<file path="config.mk">
export PLATFORM = sky130hd
export DESIGN_NAME = mpwm_front
export DESIGN_NICKNAME = d
export VERILOG_FILES = /design/src/assert_macros.svh /design/src/mpwm_pkg.sv /design/src/mpwm_front.sv
export SDC_FILE = /design/constraint.sdc
export NUM_CORES = 1
export LEC_CHECK = 0
export BUFFER_PORTS_ARGS = -buffer_cell sky130_fd_sc_hd__buf_2
export CAP_MARGIN = 20
export CORE_MARGIN = 3
export CORE_UTILIZATION = 43
export DETAILED_ROUTE_END_ITERATION = 12
export PLACE_DENSITY = 0.93
export SLEW_MARGIN = 20
export SYNTH_ARGS = -nofsm -noshare
export SYNTH_HDL_FRONTEND = slang
export SYNTH_SLANG_ARGS = --single-unit
export TNS_END_PERCENT = 5
</file>
<file path="constraint.sdc">
create_clock -name vclk -period 4.05
set_input_delay 0.2025 -clock vclk [all_inputs]
set_output_delay 0.2025 -clock vclk [all_outputs]
set_load 0.02 [all_outputs]
</file>
<file path="src/assert_macros.svh">
// Assertion helpers used by the top-level RTL file.
`ifndef ASSERT_MACROS_SVH
`define ASSERT_MACROS_SVH

// Same-cycle implication, disabled during reset.
`define ASSERT_IMPLIES(label, clk, rst_n, cond, prop, msg) \
    label: assert property (@(posedge clk) disable iff (!rst_n) (cond) |-> (prop)) \
        else $error(msg);

// Next-cycle implication, disabled during reset.
`define ASSERT_NEXT(label, clk, rst_n, cond, prop, msg) \
    label: assert property (@(posedge clk) disable iff (!rst_n) (cond) |=> (prop)) \
        else $error(msg);

`endif

</file>
<file path="src/mpwm_pkg.sv">
// ----------------------------------------------------------------------------
// mpwm_pkg
// Types and constants of the polar mecanum wheel mixer.
// ----------------------------------------------------------------------------
`default_nettype none

package mpwm_pkg;

    localparam int CORDIC_STEPS = 30;

    localparam logic [31:0] EIGHTH_TURN  = 32'h2000_0000;
    localparam logic [31:0] QUARTER_TURN = 32'h4000_0000;
    localparam logic [31:0] HALF_TURN    = 32'h8000_0000;

    localparam logic signed [32:0] CORDIC_X0 = 33'sh0_4000_0000;

    // atan(2^-i) as a fraction of a full turn, 2^32 per turn
    localparam logic [31:0] ATAN_TURNS [CORDIC_STEPS] = '{
        32'h20000000, 32'h12E4051E, 32'h09FB385B, 32'h051111D4, 32'h028B0D43,
        32'h0145D7E1, 32'h00A2F61E, 32'h00517C55, 32'h0028BE53, 32'h00145F2F,
        32'h000A2F98, 32'h000517CC, 32'h00028BE6, 32'h000145F3, 32'h0000A2FA,
        32'h0000517D, 32'h000028BE, 32'h0000145F, 32'h00000A30, 32'h00000518,
        32'h0000028C, 32'h00000146, 32'h000000A3, 32'h00000051, 32'h00000029,
        32'h00000014, 32'h0000000A, 32'h00000005, 32'h00000003, 32'h00000001
    };

    typedef struct packed {
        logic               flip;
        logic [14:0]        power;
        logic signed [15:0] turn;
        logic [16:0]        span;   // power + |turn|
        logic               scale;  // span exceeds one
    } side_t;

    typedef struct packed {
        logic signed [31:0] z;
        side_t              side;
    } cmd_t;

    typedef struct packed {
        logic signed [15:0] lf;
        logic signed [15:0] rf;
        logic signed [15:0] lb;
        logic signed [15:0] rb;
    } speed_t;

endpackage

`default_nettype wire

</file>
<file path="src/mpwm_front.sv">
// ----------------------------------------------------------------------------
// mpwm_front
// Command classification: phase rotate and fold, turn magnitude, scale flag.
// ----------------------------------------------------------------------------
`default_nettype none

module mpwm_front #(
    parameter int FRAC_BITS  = 14,
    parameter int ANGLE_BITS = 16
) (
    input  wire logic signed [15:0] heading,
    input  wire logic [14:0]        drive_power,
    input  wire logic signed [15:0] turn_rate,
    output mpwm_pkg::cmd_t          cmd
);

    localparam logic [31:0] PHASE_MASK = ~((32'd1 << (32 - ANGLE_BITS)) - 32'd1);
    localparam logic [31:0] ONE        = 32'd1 << FRAC_BITS;

    logic [31:0]        phase_raw;
    logic [31:0]        phase_rot;
    logic [31:0]        phase_probe;
    logic [31:0]        phase_fold;
    logic               flip;
    logic signed [16:0] turn_ext;
    logic [16:0]        turn_mag;
    logic [16:0]        span;

    always_comb
    begin
        phase_raw   = {heading, 16'h0000} & PHASE_MASK;
        phase_rot   = phase_raw - mpwm_pkg::EIGHTH_TURN;
        phase_probe = phase_rot + mpwm_pkg::QUARTER_TURN;
        // fold into the right half plane; the back end negates x and y
        flip        = phase_probe[31];
        phase_fold  = flip ? phase_rot + mpwm_pkg::HALF_TURN : phase_rot;

        turn_ext = 17'(turn_rate);
        turn_mag = turn_ext[16] ? 17'(-turn_ext) : 17'(turn_ext);
        span     = {2'b00, drive_power} + turn_mag;

        cmd.z          = $signed(phase_fold);
        cmd.side.flip  = flip;
        cmd.side.power = drive_power;
        cmd.side.turn  = turn_rate;
        cmd.side.span  = span;
        cmd.side.scale = ({15'd0, span} > ONE);
    end

endmodule

`default_nettype wire

</file>
* After elaboration in Yosys (flattened, before gate mapping) *
Cells that the tools add are included.

storage, ports and cells
  input port bits = 47
  output and inout bits = 82
  register bits = 0
  logic and storage cells = 8

cells by class
  mux-type cells = 2
  add/sub/neg operators = 5
  $lt $le $gt $ge = 1

operators by type and width
  cell                                                                     number
  32-bit by 31-bit adder with 32-bit output (second input constant)        1
  32-bit adder (second input constant)                                     1
  32-bit 2-to-1 mux                                                        1
  32-bit by 30-bit subtractor with 32-bit output (second input constant)   1
  15-bit by 17-bit adder with 17-bit output                                1
  17-bit by 15-bit > comparator with 1-bit output (second input constant)  1
  17-bit 2-to-1 mux                                                        1
  16-bit negation with 17-bit output                                       1

* Depth between registers and ports, before layout *
Gate-level depths: netlist of run 1.

  depth after elaboration = 4
  depth in mapped cells = 14
  mapped depth without buffers = 14

* Worst setup path after synthesis of run 1 *
OpenSTA, ideal clock, no wires.

  path kind = in2out
  start = in turn_rate[8]
  end = out cmd[0] in the netlist's numbering
  path buffers = 0
  required time = 3848 ps
  setup slack = 611 ps
  cell stages on the path = 12
  arrival = 3237 ps
  cell sequence = or4_1 -> or3_1 -> nand2_1 -> xnor2_1 -> ha_1 -> nand2_1 -> nor2_1 -> a211o_1 -> a211o_1 -> a222oi_1 -> nand4b_1 -> a221o_1

RTL lines
  element      RTL line          source
  from (decl)  mpwm_front.sv:13  input wire logic signed [15:0] turn_rate,
  to (decl)    mpwm_front.sv:14  output mpwm_pkg::cmd_t cmd

==> results of run 1 <==
-- where the power goes --
group / leakage, uW / internal [uW] / switching, uW / total, uW
clock: 0 / 0 / 0 / 0
combinational: 0.000958 / 169 / 285 / 454
sequential: 0 / 0 / 0 / 0
-- worst max-delay path, cell delays in order --
cell      delay, ns
buf_2          0.12
or4_1          0.53
or3_1          0.41
nand2_1        0.10
xnor2_1        0.14
ha_1           0.33
nand2_1        0.17
nor2_1         0.07
a211o_1        0.28
a211o_1        0.23
a222oi_1       0.33
nand4b_1       0.14
a221o_1        0.36
buf_2          0.16
-- cell type report --
cell class                 count  area, sq um  area share [%]
tap                           48         60.1            3.31
timing repair buffer          88          443            24.4
multi-input combinational    174         1250            69.0
inverter                      16         60.1            3.31
-- through the flow --
stage,instance area [sq um],std cells,total power [uW],hold WS (ns),utilization (%)
6_report,1820,326,454,0.405,48.5
5_1_grt,1820,326,494,0.405,48.5
4_1_cts,1820,326,454,0.405,48.5
3_5_place_dp,1820,326,452,0.405,48.5
3_3_place_gp,1820,326,444,0.405,48.5
2_1_floorplan,1770,252,374,0.491,-
-- synthesized netlist by cell type, types with 2 or more instances --
cell type	number	share of area [%]
a211o_1	5	2.5
a211oi_1	3	1.3
a21o_1	4	1.7
a21oi_1	9	2.6
a21oi_2	3	1.5
a221o_1	2	1.2
a22oi_1	2	0.87
and2_1	6	2.2
buf_4	61	27
ha_1	20	15
inv_1	16	3.5
nand2_1	9	2.0
nand2b_1	2	0.73
nand3b_1	2	0.87
nand4_1	2	0.73
nand4b_1	2	1.0
nor2_1	14	3.1
nor2b_1	2	0.73
nor3_1	4	1.2
nor4_1	2	0.73
o21a_1	5	2.2
o21ai_0	7	2.0
o21ai_1	5	1.5
o31ai_1	2	0.87
or2_1	2	0.73
or3_1	4	1.5
or4_1	2	0.87
xnor2_1	13	6.6
xor2_1	9	4.6
-- final timing paths --
| check | startpoint | to | slack [ns] | cells after the start |
|---|---|---|---|---|
| setup / recovery | turn_rate[8] | cmd[0] | 0.26 | 14 |
| hold / removal | heading[0] | cmd[66] | 0.41 | 0 |
-- routing by layer --
metal  up-vias  GRT usage, %  wire, um
met5         -             0         0
met4         0          1.30        38
met3         8         0.290       307
met2        65          29.2      2010
met1       782          18.7      1680
li1        847             -         -
-- cells by family after synthesis --
family,Yosys count,share of synthesized area [%]
multiplexers,1,0.583
other,1,0.218
XOR/XNOR,22,11.2
buffers and inverters,78,30.4
adder cells (fa/ha/maj),21,15.7
AO/OA/AOI/OAI,58,24.3
AND/OR/NAND/NOR,56,17.6
==> impl_results.md, run 1 <==
- Crit path kind: in -> out
- Syn Inst Count: 237
- PortBufs: 87
- # resized after CTS: 0
- Crit end category: primary output
- RSZ-0062 raised after global routing: no
- P_leak: 0.000958 uW
- Commonest non-fill, non-tap cell in the layout: buf_2
- Total die area: 4790 sq um
- Ant. Diodes: 0
- Setup TNS: 0 ns
- Die H: 69.2 um
- Final Wtd Congestion: 0.877
- HP Class: in -> out
- Final #Nets: 348
- Final wirelength: 4030 um
- IO Count: 129
- TritonRoute pass-1 iters: 4
- Setup Slack @ Placement: 0.255 ns
- Final Cycle Share: 93.6%
- DRT iter0 DRCs: 65
- Routed len/inst: 12.4 um
- Critical Path Fanout Max: 7
- Starting Density: 45.9%
- Core area: 3740 sq um
- Peak Freq: 264 MHz
- Post-synthesis cell area: 1720 sq um
- DRC viols: 0
- Synthesized area per cell: 7.25 sq um
- GRT overflow: 0
- Max_cap viols: 0
- Share of layout cells above drive strength 1: 33.8%
- Largest net degree at the start of global routing: 14
- Post-CTS Setup Bufs: 0
- Vias in the first global route: 1503
- Hpwl dp: 3620 um
- Final Critical Period: 3.79 ns
- CTS Hold Bufs: 0
- Cell variety after synth: 47
- FF+latch count: 0
- Antenna violations before repair: 0
- Worst Path Required: 3.85 ns
- Area grow syn2layout: 5.68%
- Core Rows: 22
- Via count of the routed design: 1702
- Hold Fails Final Rpt: 0
- Via density: 5.22
- Number of fill cells: 385
- Power per cell area: 250 nW/um^2
- Worst-case vdd ir drop: 90.8 uV
- Clock Buffer Count: 0
- DIE WIDTH: 69.2 um
- Final setup viols: 0
- Total Routing Usage GR: 15.0%
- First-pass GRT wire length: 6360 um
- FF+latch area: 0 sq um
- Outcome: complete, no violations
- Seq/Total Area, Yosys: 0%
- Crit path DAT: 3.59 ns
- Yosys warns: 0
- Fin. max-slew vios: 0
- Most frequent cells in the layout: buf_2, ha_1, inv_1, conb_1, nor2_1
- Critical path launch point type: input port
- Routed Antenna Nets: 0
- Worst setup margin: 0.259 ns
(Power assumes the default switching activity.)
==> run 2: changes to the inputs <==
==> constraint.sdc (replaced) <==
create_clock -name vclk -period 4.05
set_input_delay 0.6075 -clock vclk [all_inputs]
set_output_delay 0.6075 -clock vclk [all_outputs]
set_load 0.02 [all_outputs]
==> run 2 against run 1 <==
The flow now finishes with violations (setup timing); global-route usage rose by 3.4 points; first-iteration DRC count increased by 3.1%; combinational power is 21% higher; critical path type unchanged; critical endpoint unchanged; largest power group unchanged.
==> impl_results.md, run 2 (synthesized netlist as in run 1, its figures left out) <==
- Critical path launch point type: input port
- Final #Nets: 397 (+14%)
- Starting Density: 45.9% (unchanged)
- Via count of the routed design: 1932 (+14%)
- Final Wtd Congestion: 0.889 (+1.4%)
- Total power: 550 uW (+21%)
- Hold Fails Final Rpt: 0 (unchanged)
- Crit path DAT: 3.83 ns (+0.24 ns)
- Hold slack: 1.22 ns (+0.810 ns)
- Final instance area: 2250 sq um (+24%)
- FF+latch area: 0 sq um (unchanged)
- Slowest CP cell: or4_4
- Combinational share of power: 100.0% (about the same)
- GRT overflow: 0 (unchanged)
- Worst setup margin: -0.390 ns (-0.649 ns)
- Cell Chain, Critical Path: buf_2, or4_4, or3_4, nand2_4, xnor2_2, ha_1, nand2_2, nor2_1, a211o_1, a211o_1, a222oi_1, nand4b_1, a221o_1, buf_4
- Crit end category: primary output
- Final wirelength: 4740 um (+18%)
- PortBufs: 87 (unchanged)
- Routed Antenna Nets: 0 (unchanged)
- Switching Share: 56.9% (-5.8 points)
- Worst-case vdd ir drop: 130 uV (+43%)
- Met1 usage: 21.1% (+2.5 points)
- Final setup viols: 3 (+3)
- Max incr delay on CP: 0.53 ns (about the same)
- Number of fill cells: 330 (-14%)
- Ant. Diodes: 0 (unchanged)
- CP dominant cell by count: a211o_1
- DRC viols: 0 (unchanged)
- Sw power: 313 uW (+9.9%)
- Failing checks: setup timing
- Crit path kind: in -> out
- Fin. max-slew vios: 0 (unchanged)
- DIE WIDTH: 69.2 um (unchanged)
- P_leak: 0.00122 uW (+27%)
- Final Critical Period: 4.44 ns (+0.649 ns)
- First-pass GRT wire length: 7650 um (+20%)
- Outcome: finished with violations
- Power per cell area: 244 nW/um^2 (-2.4%)
- Area grow syn2layout: 31.2%
- Final Cycle Share: 110% (+16 points)
- Max_cap viols: 0 (unchanged)
- IO Count: 129 (unchanged)
- Antenna violations before repair: 0 (unchanged)
- TritonRoute pass-1 iters: 6 (+2)
- Die H: 69.2 um (unchanged)
- Vias in the first global route: 1796 (+19%)
- FF+latch count: 0 (unchanged)
- Commonest non-fill, non-tap cell in the layout: buf_2
- Total die area: 4790 sq um (unchanged)
- Share of layout cells above drive strength 1: 47.1% (+13 points)
- GR Util met3: 2.17% (+1.9 points)
- Critical Path Fanout Max: 3 (-4)
- Global-route met2 utilization: 35.2% (+5.9 points)
- Routed len/inst: 12.6 um (+2.2%)
- Cell Area, Placed: 2180 sq um (+20%)
- DRT iter0 DRCs: 67 (+3.1%)
- Most crowded layer after global routing: met2
- Total Routing Usage GR: 18.3% (+3.4 points)
- Peak Freq: 225 MHz (-15%)
- Hpwl dp: 4060 um (+12%)
- Worst Path Required: 3.44 ns (-0.41 ns)
- Core Rows: 22 (unchanged)
- Most frequent cells in the layout: buf_2, buf_4, ha_1
- Final core area utilization: 60.2% (+12 points)
- Setup TNS: -0.597 ns (-0.597 ns)
- Area of the multi-input gates: 1320 sq um (+5.4%)
- Core area: 3740 sq um (unchanged)
- RSZ-0062 raised after global routing: yes
- Largest net degree at the start of global routing: 9 (-5)
- Clock network fraction of total power: 0% (unchanged)
- Via density: 5.15 (-1.3%)
- Int Pwr: 237 uW (+40%)
- HP Class: in -> out
- Clock Buffer Count: 0 (unchanged)
- Sequential Power Share: 0% (unchanged)
## run 2: through the flow
step / setup slack [ns] / std cells
after CTS: -0.337 / 374
after floorplan: -0.107 / 252
after detailed placement: -0.391 / 372
final: -0.390 / 375
after global placement: -0.318 / 372
after global routing: -0.525 / 375
## run 2: what timing repair did
| action | 4_1_cts | 5_1_grt |
|---|---|---|
| gates resized for setup | 5 | 5 |
| setup endpoints to repair | 3 | 6 |
| buffers inserted | 2 | 1 |
| hold buffers | 0 | 0 |
| pin swaps | 9 | 3 |
## run 2: worst paths after layout
path | slack (ns) | to | from | cells past startpoint
worst min-delay path | 1.22 | cmd[67] | heading[1] | 0
worst max-delay path | -0.39 | cmd[0] | turn_rate[8] | 14
## run 2: worst max-delay path: cells and delay by family
kind,cells,cell delay [ns]
xor gates and xnor gates,1,0.12
buffers and inverters,2,0.26
adders and majority gates,1,0.29
AOI/OAI and AO/OA,4,1.21
and+or+nand+nor,6,1.35
## run 2: area by class of cell
type | count | share of cell area, %
repair buffers | 137 | 36.1
multi-input cells | 174 | 58.6
inverters | 16 | 2.67
well taps | 48 | 2.67
## run 2: power by group through the flow
stage               clock (uW)  combinational [uW]  sequential, uW
finish                       0                 550               0
detailed placement           0                 529               0
CTS                          0                 538               0
global route                 0                 599               0
floorplan                    0                 378               0
global placement             0                 515               0
## run 2: metal layers
layer,vias up,part of all wire [%],wire length [um]
met5,-,0,0
met4,0,1.8,83
met3,12,9.8,463
met2,106,50,2380
met1,871,38,1810
li1,943,-,-
