<file path="src/assert_macros.svh">
// Assertion helpers used by the top-level RTL file.
`ifndef ASSERT_MACROS_SVH
`define ASSERT_MACROS_SVH

// Same-cycle implication, disabled during reset.
`define ASSERT_IMPLIES(label, clk, rst_n, cond, prop, msg) \
    label: assert property (@(posedge clk) disable iff (!rst_n) (cond) |-> (prop)) \
        else $error(msg);

// Next-cycle implication, disabled during reset.
`define ASSERT_NEXT(label, clk, rst_n, cond, prop, msg) \
    label: assert property (@(posedge clk) disable iff (!rst_n) (cond) |=> (prop)) \
        else $error(msg);

`endif

</file>
<file path="src/mpwm_fifo.sv">
// ----------------------------------------------------------------------------
// mpwm_fifo
// Small register queue with full and empty flags.
// ----------------------------------------------------------------------------
`default_nettype none

module mpwm_fifo #(
    parameter int WIDTH = 8,
    parameter int AW    = 2
) (
    input  wire logic             clk,
    input  wire logic             rst_n,
    input  wire logic             push,
    input  wire logic [WIDTH-1:0] wdata,
    output logic                  full,
    input  wire logic             pop,
    output logic [WIDTH-1:0]      rdata,
    output logic                  empty
);

    localparam int DEPTH = 1 << AW;

    logic [WIDTH-1:0] mem_reg [DEPTH];
    logic [AW:0]      wp_reg;
    logic [AW:0]      rp_reg;
    logic [AW:0]      wp_next;
    logic [AW:0]      rp_next;
    logic             do_push;
    logic             do_pop;

    assign empty   = (wp_reg == rp_reg);
    assign full    = (wp_reg[AW] != rp_reg[AW]) && (wp_reg[AW-1:0] == rp_reg[AW-1:0]);
    assign do_push = push && !full;
    assign do_pop  = pop && !empty;
    assign wp_next = do_push ? wp_reg + 1'b1 : wp_reg;
    assign rp_next = do_pop ? rp_reg + 1'b1 : rp_reg;
    assign rdata   = mem_reg[rp_reg[AW-1:0]];

    always_ff @(posedge clk or negedge rst_n)
    begin
        if (!rst_n)
        begin
            wp_reg <= '0;
            rp_reg <= '0;
        end
        else
        begin
            wp_reg <= wp_next;
            rp_reg <= rp_next;
        end
    end

    always_ff @(posedge clk)
    begin
        if (do_push)
        begin
            mem_reg[wp_reg[AW-1:0]] <= wdata;
        end
    end

endmodule

`default_nettype wire

</file>
<file path="config.mk">
export PLATFORM = sky130hd
export DESIGN_NAME = mpwm_fifo
export DESIGN_NICKNAME = d
export VERILOG_FILES = /design/src/assert_macros.svh /design/src/mpwm_fifo.sv
export SDC_FILE = /design/constraint.sdc
export NUM_CORES = 1
export LEC_CHECK = 0
export BUFFER_PORTS_ARGS = -buffer_cell sky130_fd_sc_hd__buf_2
export CAP_MARGIN = 40
export CORE_ASPECT_RATIO = 1.25
export CORE_MARGIN = 4
export CORE_UTILIZATION = 25
export DETAILED_ROUTE_END_ITERATION = 10
export PLACE_DENSITY_LB_ADDON = 0.3
export SYNTH_ARGS = -nofsm -noshare
export SYNTH_HDL_FRONTEND = slang
export SYNTH_SLANG_ARGS = --single-unit
</file>
<file path="constraint.sdc">
create_clock -name clk -period 1.5 [get_ports clk]
set_input_delay 0.225 -clock clk [delete_from_list [all_inputs] [get_ports clk]]
set_output_delay 0.225 -clock clk [all_outputs]
set_load 0.05 [all_outputs]
</file>
[After elaboration in Yosys (flattened, before gate mapping)]
Memories as Yosys holds them, arrays and structs flattened.
Cells that the tools add are included.
Word-level totals
  RAM bits: 32
  memories kept: 1
  register bits: 6
Memories
  mem_reg: words 4, width 8, rd ports 1, clocked after Yosys merged registers in 0, wr ports 1, RTL line mpwm_fifo.sv:23  | logic [WIDTH-1:0] mem_reg [DEPTH];
Cells by class
  reductions and logical operators: 5
  equality and inequality tests: 3
  muxes and demuxes: 2
  add/sub/neg operators: 2
Operator list (count)
  $add 3x1->3 const B: 2
  $eq 3x3->1: 1
  $logic_and 1x1->1: 3
  $eq 2x2->1: 1
  $logic_not 1->1: 2
  $mux 1: 2
  $ne 1x1->1: 1

[Logic depth before layout (Yosys ltp)]
Gate-level depths: netlist (run 1).
  word-level depth: 6
  gate-level depth with buffers: 5

[Worst setup path before layout (run 1)]
No wires, ideal clock.
  path type: reg-to-output
  start point: reg rp_reg[0]
  end point: out empty
  setup slack: -0.060 ns
  stages on the path, launching flop included: 5
  data required time: 1.275 ns
  data arrival time: 1.335 ns
  cells stage by stage: dfrtp_1 -> buf_6 -> xnor2_2 -> buf_6 -> and3_1
Between the ends
  word-level cells in the longest chain between the ends: 1
RTL lines
  start, declared: RTL line mpwm_fifo.sv:25  | logic [AW:0] rp_reg;
  start signal, assigned: RTL line mpwm_fifo.sv:49  | rp_reg <= rp_next;
  $eq 3x3->1: RTL line mpwm_fifo.sv:31  | assign empty = (wp_reg == rp_reg);
  end, declared: RTL line mpwm_fifo.sv:18  | output logic empty
No other way between the ends.

[Worst setup path after layout (run 1)]
  start point: reg rp_reg[0]
  end point: out rdata[6]
Between the ends
  word-level cells in the longest chain between the ends: 1
RTL lines
  $mem_v2 4x8
  end, declared: RTL line mpwm_fifo.sv:17  | output logic [WIDTH-1:0] rdata,
No other way between the ends.

==> results of run 1 <==
layer usage:
layer | share of wire (%) | track usage (%) | wire length (µm)
met1 | 41 | 10.3 | 1350
met2 | 51 | 14.3 | 1670
met3 | 6.4 | 3.62 | 209
met4 | 1.5 | 3.90 | 48
met5 | 0 | 0 | 0
through the flow:
step	utilization [%]	hold slack [ns]	area (µm²)	setup TNS [ns]	setup WS (ns)
final	35.4	0.148	2330	-6.28	-0.284
after global routing	35.4	0.145	2330	-9.49	-0.345
after CTS	34.8	0.143	2280	-5.60	-0.314
after detailed placement	30.1	0.0695	1980	-3.48	-0.137
after global placement	30.1	0.0658	1980	-1.69	-0.0785
after floorplan	-	-0.0706	1690	-0.210	-0.0350
final cells by class:
type	count	area, µm²
inverters	5	18.8
flip-flops and latches	38	1110
well taps	87	109
multi-input cells	47	589
clock inverters	3	40.0
repair buffers	42	389
fillers	620	4240
clock buffers	5	68.8
worst max-delay path by stage:
stage / startpoint / endpoint / slack (ns) / cells after the start
2_1_floorplan: rp_reg[0]$_DFFE_PN0P_ / rdata[0] / -0.04 / 2
3_3_place_gp: rp_reg[0]$_DFFE_PN0P_ / rdata[4] / -0.08 / 3
3_5_place_dp: rp_reg[0]$_DFFE_PN0P_ / mem_reg[2][3]$_DFFE_PP_ / -0.14 / 3
4_1_cts: rp_reg[0]$_DFFE_PN0P_ / rdata[1] / -0.31 / 3
5_1_grt: rp_reg[0]$_DFFE_PN0P_ / full / -0.34 / 5
6_report: rp_reg[0]$_DFFE_PN0P_ / rdata[6] / -0.28 / 3
timing repair:
| item | 4_1_cts | 5_1_grt |
|---|---|---|
| setup buffers | 6 | 2 |
| hold buffers | 1 | 0 |
| pin swaps | 5 | 5 |
| endpoints found under the hold margin | 6 | 0 |
| gates resized for setup | 41 | 8 |
| cloned | 1 | 0 |
| endpoints found under the setup margin | 43 | 45 |
logic make-up (layout without fill, tap and decap cells):
kind of cell / Yosys count / after routing / share of synthesized area (%)
buffers and inverters: 8 / 55 / 2.75
AND/OR/NAND/NOR: 16 / 16 / 5.27
adder cells (fa/ha/maj): 5 / 5 / 3.71
multiplexers: 8 / 8 / 12.0
flip-flops: 38 / 38 / 66.0
XOR/XNOR: 7 / 7 / 4.98
AO/OA/AOI/OAI: 11 / 11 / 5.27
worst max-delay path, delay by kind of cell, from the launching register on:
kind,cells,cell delay (ns)
buffers and inverters,2,0.33
DFF,1,0.42
muxes,1,0.52
cell usage in the layout, fill, tap and decap left out, types with 3 or more instances in the layout:
cell type,Yosys,layout
edfxtp_1,32,32
nand3_1,3,3
clkbuf_8,0,5
buf_2,1,11
buf_6,2,11
a21o_1,3,3
mux4_2,2,8
ha_1,5,3
buf_4,0,14
and2_4,0,3
inv_1,5,5
dfrtp_1,6,5
==> results.ini, run 1 <==
[status]
status=complete, but fails checks
violations=negative setup slack

[timing]
grt_setup_unrepaired=yes
period_minus_slack_ns=1.78
finalHoldViolations=0
slew_violations=0
slew_headroom_pct=74.4
tightest_slew_ns=0.384
finalCritPeriodShare_pct=119
fmax_mhz=560
fin_skew_ns=0.00530
setup_violations=43
setup_ws_ns=-0.284

[critical_path]
cp_max_fo=4
worstPathArrival_ns=1.56
slowest_delay_ns=0.52
rrSetupSlack_ns=-0.16
reg2reg_to=mem_reg[2][4]$_DFFE_PP_
crit_chain=clkbuf_16, mux4_2, buf_8
reg2reg_depth=5
criticalPathCategory=flop to primary output
cp-start-kind=flop
worstSetupEndpointType=primary output
cp_slowest_cell=mux4_2
cp_data_required_time_ns=1.27
r2r-start=rp_reg[0]$_DFFE_PN0P_

[floorplan]
ios=22
start_util_pct=25.7
placementRows=33
die_h_um=99.8
die_area_um2=8120
core-area_um2=6570
die_w_um=81.4

[hold_path]
min-delay-start=wdata[1]
hold_path_depth=1
min_path_type=input pin to flop
hold_end=mem_reg[0][1]$_DFFE_PP_

[yosys]
seq_area_frac_synth_pct=66.0
syn-cell-area_um2=1680
synth_area_leaders=edfxtp_1 57%, mux4_1 9.4%, dfrtp_1 8.9%
yosysWarnings=0
synth_nets=110
synth_seq_cells=38
yosys.area.top_type=edfxtp_1
async_reset_ff_share_pct=15.8
netlist-cell-type-count=26
yosysMostFrequentCell=edfxtp_1
yosysTopAreaCellShare_pct=57.1
synth_edf_count=32
avgSynthCellArea_um2=18.1
synthFlopType=edfxtp_1
synthCells=93
synthTopCellsByCount=32 x edfxtp_1, 6 x dfrtp_1, 6 x mux4_1

[global_routing]
grt_pass1_wl_mm=5.33
gr-total-overflow=0
grt_max_degree=13
grt_antenna_before_repair=0
grt_pass1_vias=1046
track_usage_pct=8.92

[placement]
port_buffers=21
routabilityCongestion=0.716
dp_hpwl_mm=2.27
dp.cells=210

[drt]
vias_per_cell=4.14
wl_mm=3.28
wl_per_cell_um=14.5
dr.pass1.iters=4
ant_nets=0
drc=0
drt_iter0_markers=40
vias=940

[layout]
antenna_cells=0
finalNetCount=156
largest_register_ffs=32
drive_gt1_share_pct=52.9
finalNonFillerCells=227
area_growth_pct=38.2

[clock_network]
clk_pin_slew_ns=0.07
htree_levels=2
cts_buffer_depth=2
cts_buffers=5
cts.sinks=38
cts_root_buffer=clkbuf_8
cts_tree=done
clk_latency_ns=0.29

[run]
drv_cap=0

Power of run 1 is left out: the tool's default activity adds up to more than one toggle a clock period on the data nets, which glitch-free logic cannot reach.
==> run 2, diff against run 1 <==
--- a/config.mk
+++ b/config.mk
@@ -5,12 +5,12 @@
 export SDC_FILE = /design/constraint.sdc
 export NUM_CORES = 1
 export LEC_CHECK = 0
-export BUFFER_PORTS_ARGS = -buffer_cell sky130_fd_sc_hd__buf_2
 export CAP_MARGIN = 40
 export CORE_ASPECT_RATIO = 1.25
 export CORE_MARGIN = 4
 export CORE_UTILIZATION = 25
 export DETAILED_ROUTE_END_ITERATION = 10
+export DONT_BUFFER_PORTS = 1
 export PLACE_DENSITY_LB_ADDON = 0.3
 export SYNTH_ARGS = -nofsm -noshare
 export SYNTH_HDL_FRONTEND = slang
==> run 2 against run 1 <==
The run still ends with negative setup slack left. Clock skew down 0.0010 ns. Register-to-register slack better by 0.06 ns. Non-clock buffer count down 11. Cell count down 4.8%. Flip-flop and latch count unchanged. Design area down 1.6%. Critical path depth unchanged. Fmax up 3.9%. First-iteration DRC count down 38%. Die area unchanged. Sequential share of layout area up 0.81 points. Via count down 5.0%. Critical path type unchanged. Critical endpoint is now rdata[7].
==> results.ini, run 2 (same netlist as run 1, synthesis figures left out) <==
[status]
status=complete, but fails checks
violations=negative setup slack

[clock_network]
cts_root_buffer=clkbuf_8
cts_buffers=5
cts.sinks=38
clk_latency_ns=0.28
htree_levels=2
clk_pin_slew_ns=0.07
cts_tree=done
cts_buffer_depth=2

[drt]
vias=893
ant_nets=0
wl_per_cell_um=14.2
drt_iter0_markers=25
wl_mm=3.06
drc=0
vias_per_cell=4.13
dr.pass1.iters=4

[floorplan]
placementRows=33
die_area_um2=8120
start_util_pct=25.7
die_w_um=81.4
die_h_um=99.8
core-area_um2=6570
ios=22

[critical_path]
cp-start-kind=flop
path_buf_inv=2
cp_data_required_time_ns=1.27
worstSetupEndpointType=primary output
crit_chain=buf_12, mux4_2, buf_6
slowest_delay_ns=0.51
criticalPathCategory=flop to primary output
cp_slowest_cell=mux4_2
cp_max_fo=8
critPathTopFamily=multiplexers
worstPathArrival_ns=1.49

[timing]
finalCritPeriodShare_pct=115
slew_violations=0
finalHoldViolations=0
grt_setup_unrepaired=yes
tightest_slew_ns=0.320
fin_skew_ns=0.00431
setup_ws_ns=-0.218
setup_violations=42
period_minus_slack_ns=1.72
fmax_mhz=582
slew_headroom_pct=78.6

[hold_path]
min_path_type=input pin to flop

[global_routing]
grt_antenna_before_repair=0
track_usage_pct=8.32
gr-total-overflow=0
grt_max_degree=14
grt_pass1_wl_mm=4.97
grt_pass1_vias=1020

[layout]
finalNonFillerCells=216
layout_commonest_cell=edfxtp_1
antenna_cells=0
drive_gt1_share_pct=51.9
finalNetCount=145
area_growth_pct=36.0
final_cell_mix=32 x edfxtp_1, 16 x buf_4, 10 x buf_6
final_cell_area_um2=2290
largest_register_ffs=32

[run]
drv_cap=0

[placement]
placed_cell_area_um2=1980
dp.cells=198
post-place-ws_ns=-0.0983
port_buffers=0
dp_hpwl_mm=2.04
routabilityCongestion=0.665

[run 2: cell count changes in the layout (fill, tap and decap cells not counted), sizes merged]
| cell | previous run | this run |
|---|---|---|
| buf | 40 | 30 |
| bufinv | 1 | 2 |
| clkinv | 2 | 1 |
| clkbuf | 6 | 5 |
[run 2: routing by layer]
layer | vias to the layer above | part of all wire, % | track usage, %
met1 | 443 | 38 | 8.42
li1 | 423 | - | -
met5 | - | 0 | 0
met3 | 4 | 8.6 | 4.44
met4 | 0 | 1.2 | 3.12
met2 | 23 | 52 | 14.2
[run 2: final cells by class]
| type | instances | area, µm² |
|---|---|---|
| Multi-Input combinational cell | 47 | 589 |
| Tap cell | 87 | 109 |
| Inverter | 5 | 18.8 |
| Timing Repair Buffer | 31 | 323 |
| Fill cell | 617 | 4270 |
| Clock buffer | 5 | 68.8 |
| Sequential cell | 38 | 1110 |
| Clock inverter | 3 | 68.8 |
[run 2: worst paths after layout]
| kind | cells past startpoint | slack (ns) | startpoint | endpoint |
|---|---|---|---|---|
| setup / recovery | 3 | -0.22 | rp_reg[0]$_DFFE_PN0P_ | rdata[7] |
| hold / removal | 0 | 0.03 | wdata[4] | mem_reg[1][4]$_DFFE_PP_ |
| setup reg to reg | 6 | -0.10 | rp_reg[0]$_DFFE_PN0P_ | mem_reg[3][6]$_DFFE_PP_ |
| hold reg to reg | 2 | 0.66 | wp_reg[2]$_DFFE_PN0P_ | wp_reg[2]$_DFFE_PN0P_ |
| max in group asynchronous | 1 | 0.97 | rst_n | wp_reg[0]$_DFFE_PN0P_ |
| min in group asynchronous | 1 | 0.26 | rst_n | wp_reg[2]$_DFFE_PN0P_ |
[run 2: metrics by stage]
stage                     hold slack [ns]  utilization [%]  setup TNS, ns
after global routing              0.00567             34.9          -6.46
after global placement            -0.0702             30.1          -1.09
final                              0.0309             34.9          -4.13
after detailed placement          -0.0702             30.1          -1.74
after CTS                          0.0196             34.0          -5.08
after floorplan                   -0.0706                -         -0.210
[run 2: worst reg2reg max path, stage by stage, from the launching register on]
cell     delay, ns
dfrtp_2       0.42
buf_4         0.16
xnor2_4       0.13
buf_6         0.13
buf_4         0.14
a31oi_4       0.18
buf_12        0.15
[run 2: what timing repair did]
item / 4_1_cts / 5_1_grt
hold buffers: 1 / 0
endpoints found under the setup margin: 34 / 45
pin swaps: 9 / 2
resized for setup: 24 / 12
hold endpoints to repair: 6 / 0
setup buffers: 8 / 1
Power of run 2 is left out for the same reason.
==> run 3, diff against run 2 <==
--- a/config.mk
+++ b/config.mk
@@ -5,10 +5,12 @@
 export SDC_FILE = /design/constraint.sdc
 export NUM_CORES = 1
 export LEC_CHECK = 0
+export ABC_AREA = 1
 export CAP_MARGIN = 40
 export CORE_ASPECT_RATIO = 1.25
 export CORE_MARGIN = 4
-export CORE_UTILIZATION = 25
+export CORE_UTILIZATION = 55
+export CTS_CLUSTER_DIAMETER = 150
 export DETAILED_ROUTE_END_ITERATION = 10
 export DONT_BUFFER_PORTS = 1
 export PLACE_DENSITY_LB_ADDON = 0.3
==> run 3 against run 2 <==
The run still ends with negative setup slack left. Flip-flop and latch count stayed put. Core utilization up 54 points. Synthesized cell count grew 48%. Global-route usage up 13 points. First-iteration DRC count grew to 3.0 times the previous value. Register-to-register slack worse by 0.12 ns. Via count increased by 43%. Critical path type unchanged. Critical endpoint is now rdata[5]. Largest cell class unchanged. Highest routed layer unchanged.
==> results.ini, run 3 <==
[status]
status=complete, but fails checks
violations=negative setup slack

[timing]
setup_ws_ns=-0.318
finalSetupTns_ns=-9.18
grt_setup_unrepaired=yes
slew_headroom_pct=80.7
slew_violations=0
fin_skew_ns=0.0135
finalHoldViolations=0
period_minus_slack_ns=1.82
finalCritPeriodShare_pct=121
fmax_mhz=550
tightest_slew_ns=0.288
setup_violations=45

[yosys]
synth_nets=155
yosysWarnings=0
async_reset_ff_share_pct=15.8
yosys.area.top_type=edfxtp_1
seq_area_frac_synth_pct=67.4
yosysTopAreaCellShare_pct=58.3
synthTopCellsByCount=32 x edfxtp_1, 21 x nand2_1, 19 x nor2_1
synth_seq_cells=38
avgSynthCellArea_um2=11.9
yosysMostFrequentCell=edfxtp_1
netlist-cell-type-count=19
synthFlopType=edfxtp_1
synthCells=138
syn-cell-area_um2=1650
synth_area_leaders=edfxtp_1 58%, dfrtp_1 9.1%, nand2_1 4.8%
synth_edf_count=32

[clock_network]
clk_latency_ns=0.35
clk_pin_slew_ns=0.11
htree_levels=2
cts_buffer_depth=2
cts_buffers=5
cts.sinks=38
cts_tree=done
cts_root_buffer=clkbuf_4

[layout]
largest_register_ffs=32
finalNonFillerCells=213
area_growth_pct=50.8
layout_commonest_cell=edfxtp_1
finalNetCount=196
regArea_um2=1110
final_cell_area_um2=2490
antenna_cells=0
fill_cells=109
multi_input_area_um2=729
final_cell_mix=32 x edfxtp_1, 20 x nand2_1, 11 x o21ai_2, 11 x buf_12
drive_gt1_share_pct=48.0

[floorplan]
placementRows=21
die_h_um=69.2
start_util_pct=59.2
die_w_um=57.0
ios=22
die_area_um2=3940
core-area_um2=2790

[drt]
wl_per_cell_um=22.3
ant_nets=0
drt_iter0_markers=74
vias=1278
drc=0
dr.pass1.iters=4
wl_mm=4.76
vias_per_cell=6.00

[placement]
port_buffers=0
routabilityCongestion=0.790
placed_cell_area_um2=2060
dp.cells=189
dp_hpwl_mm=2.41

[critical_path]
crit_path_frequent_cell=buf_12
reg2reg_depth=9
crit_chain=clkinv_4, buf_12, nor2_2, o22ai_4, buf_12
cp_max_fo=9
rrSetupSlack_ns=-0.22
reg2reg_to=mem_reg[0][1]$_DFFE_PP_
r2r-start=rp_reg[0]$_DFFE_PN0P_
slowest_delay_ns=0.48
worstSetupEndpointType=primary output
cp-start-kind=flop
worstPathArrival_ns=1.59
cp_slowest_cell=dfrtp_2
cp_data_required_time_ns=1.27
criticalPathCategory=flop to primary output

[global_routing]
grt_pass1_vias=1275
grt_pass1_wl_mm=6.27
grt_max_degree=13
track_usage_pct=21.8
gr-total-overflow=0
grt_antenna_before_repair=0

[hold_path]
min_path_type=input pin to flop
hold_end=rp_reg[1]$_DFFE_PN0P_
hold_path_depth=2
min-delay-start=pop

[run]
drv_cap=0

-- run 3: cell count changes after synthesis, moves of 3 or more --
cell / change
a21o_1: -3
and2_1: -4
inv_1: +7
mux4_1: -6
nand2_1: +20
nand3_1: +3
nor2_1: +17
o21ai_0: +12
o22ai_1: +8
-- run 3: worst max path at each step --
| stage | startpoint | end | cells after the start |
|---|---|---|---|
| 5_1_grt | rp_reg[0]$_DFFE_PN0P_ | rdata[5] | 5 |
| 3_5_place_dp | rp_reg[0]$_DFFE_PN0P_ | rdata[0] | 5 |
| 3_3_place_gp | rp_reg[0]$_DFFE_PN0P_ | rdata[3] | 5 |
| 6_report | rp_reg[0]$_DFFE_PN0P_ | rdata[5] | 5 |
| 4_1_cts | rp_reg[0]$_DFFE_PN0P_ | rdata[3] | 5 |
| 2_1_floorplan | rp_reg[0]$_DFFE_PN0P_ | mem_reg[0][0]$_DFFE_PP_ | 6 |
-- run 3: logic make-up (layout without fill, tap and decap cells) --
family	count (synthesis)	count (layout)	synth area share, %
fa+ha+maj	5	5	3.79
compound gates	24	24	7.89
flops	38	38	67.4
simple gates	52	52	14.7
buf+inv	17	58	4.70
xor+xnor	2	2	1.52
-- run 3: critical path: cells and delay by family, from the launching register on --
| family | cells | cell delay, ns |
|---|---|---|
| AOI/OAI and AO/OA | 1 | 0.12 |
| and+or+nand+nor | 1 | 0.18 |
| DFF | 1 | 0.48 |
| buffers and inverters | 3 | 0.44 |
-- run 3: metal layers --
layer / vias up / global-route usage [%] / routed length [µm]
met1: 648 / 24.0 / 1770
met2: 58 / 38.9 / 2570
li1: 559 / - / -
met3: 13 / 5.21 / 267
met4: 0 / 9.28 / 150
met5: - / 0 / 0
-- run 3: repair_timing --
item	in CTS	in global routing
setup endpoints to repair	35	45
hold endpoints to repair	38	0
resized for setup	56	19
pin swaps	4	0
hold buffers	9	0
setup buffers	6	1
cloned	1	0
-- run 3: final cells by class --
class                   count  share of cell area (%)
flip-flops and latches     38                    44.8
multi-input cells          83                    29.3
repair buffers             38                    19.8
inverters                  13                    2.57
clock buffers               7                    1.81
well taps                  34                    1.71
-- run 3: stage by stage --
step | hold slack (ns) | worst slack (ns) | util [%]
after global placement | -0.0704 | 0.0476 | 74.1
after CTS | 0.0214 | -0.216 | 86.3
after floorplan | -0.0706 | -0.0691 | -
after detailed placement | -0.0704 | -0.0363 | 74.1
final | 0.00643 | -0.318 | 89.3
after global routing | -0.00367 | -0.344 | 89.3
Power of run 3 is left out for the same reason.
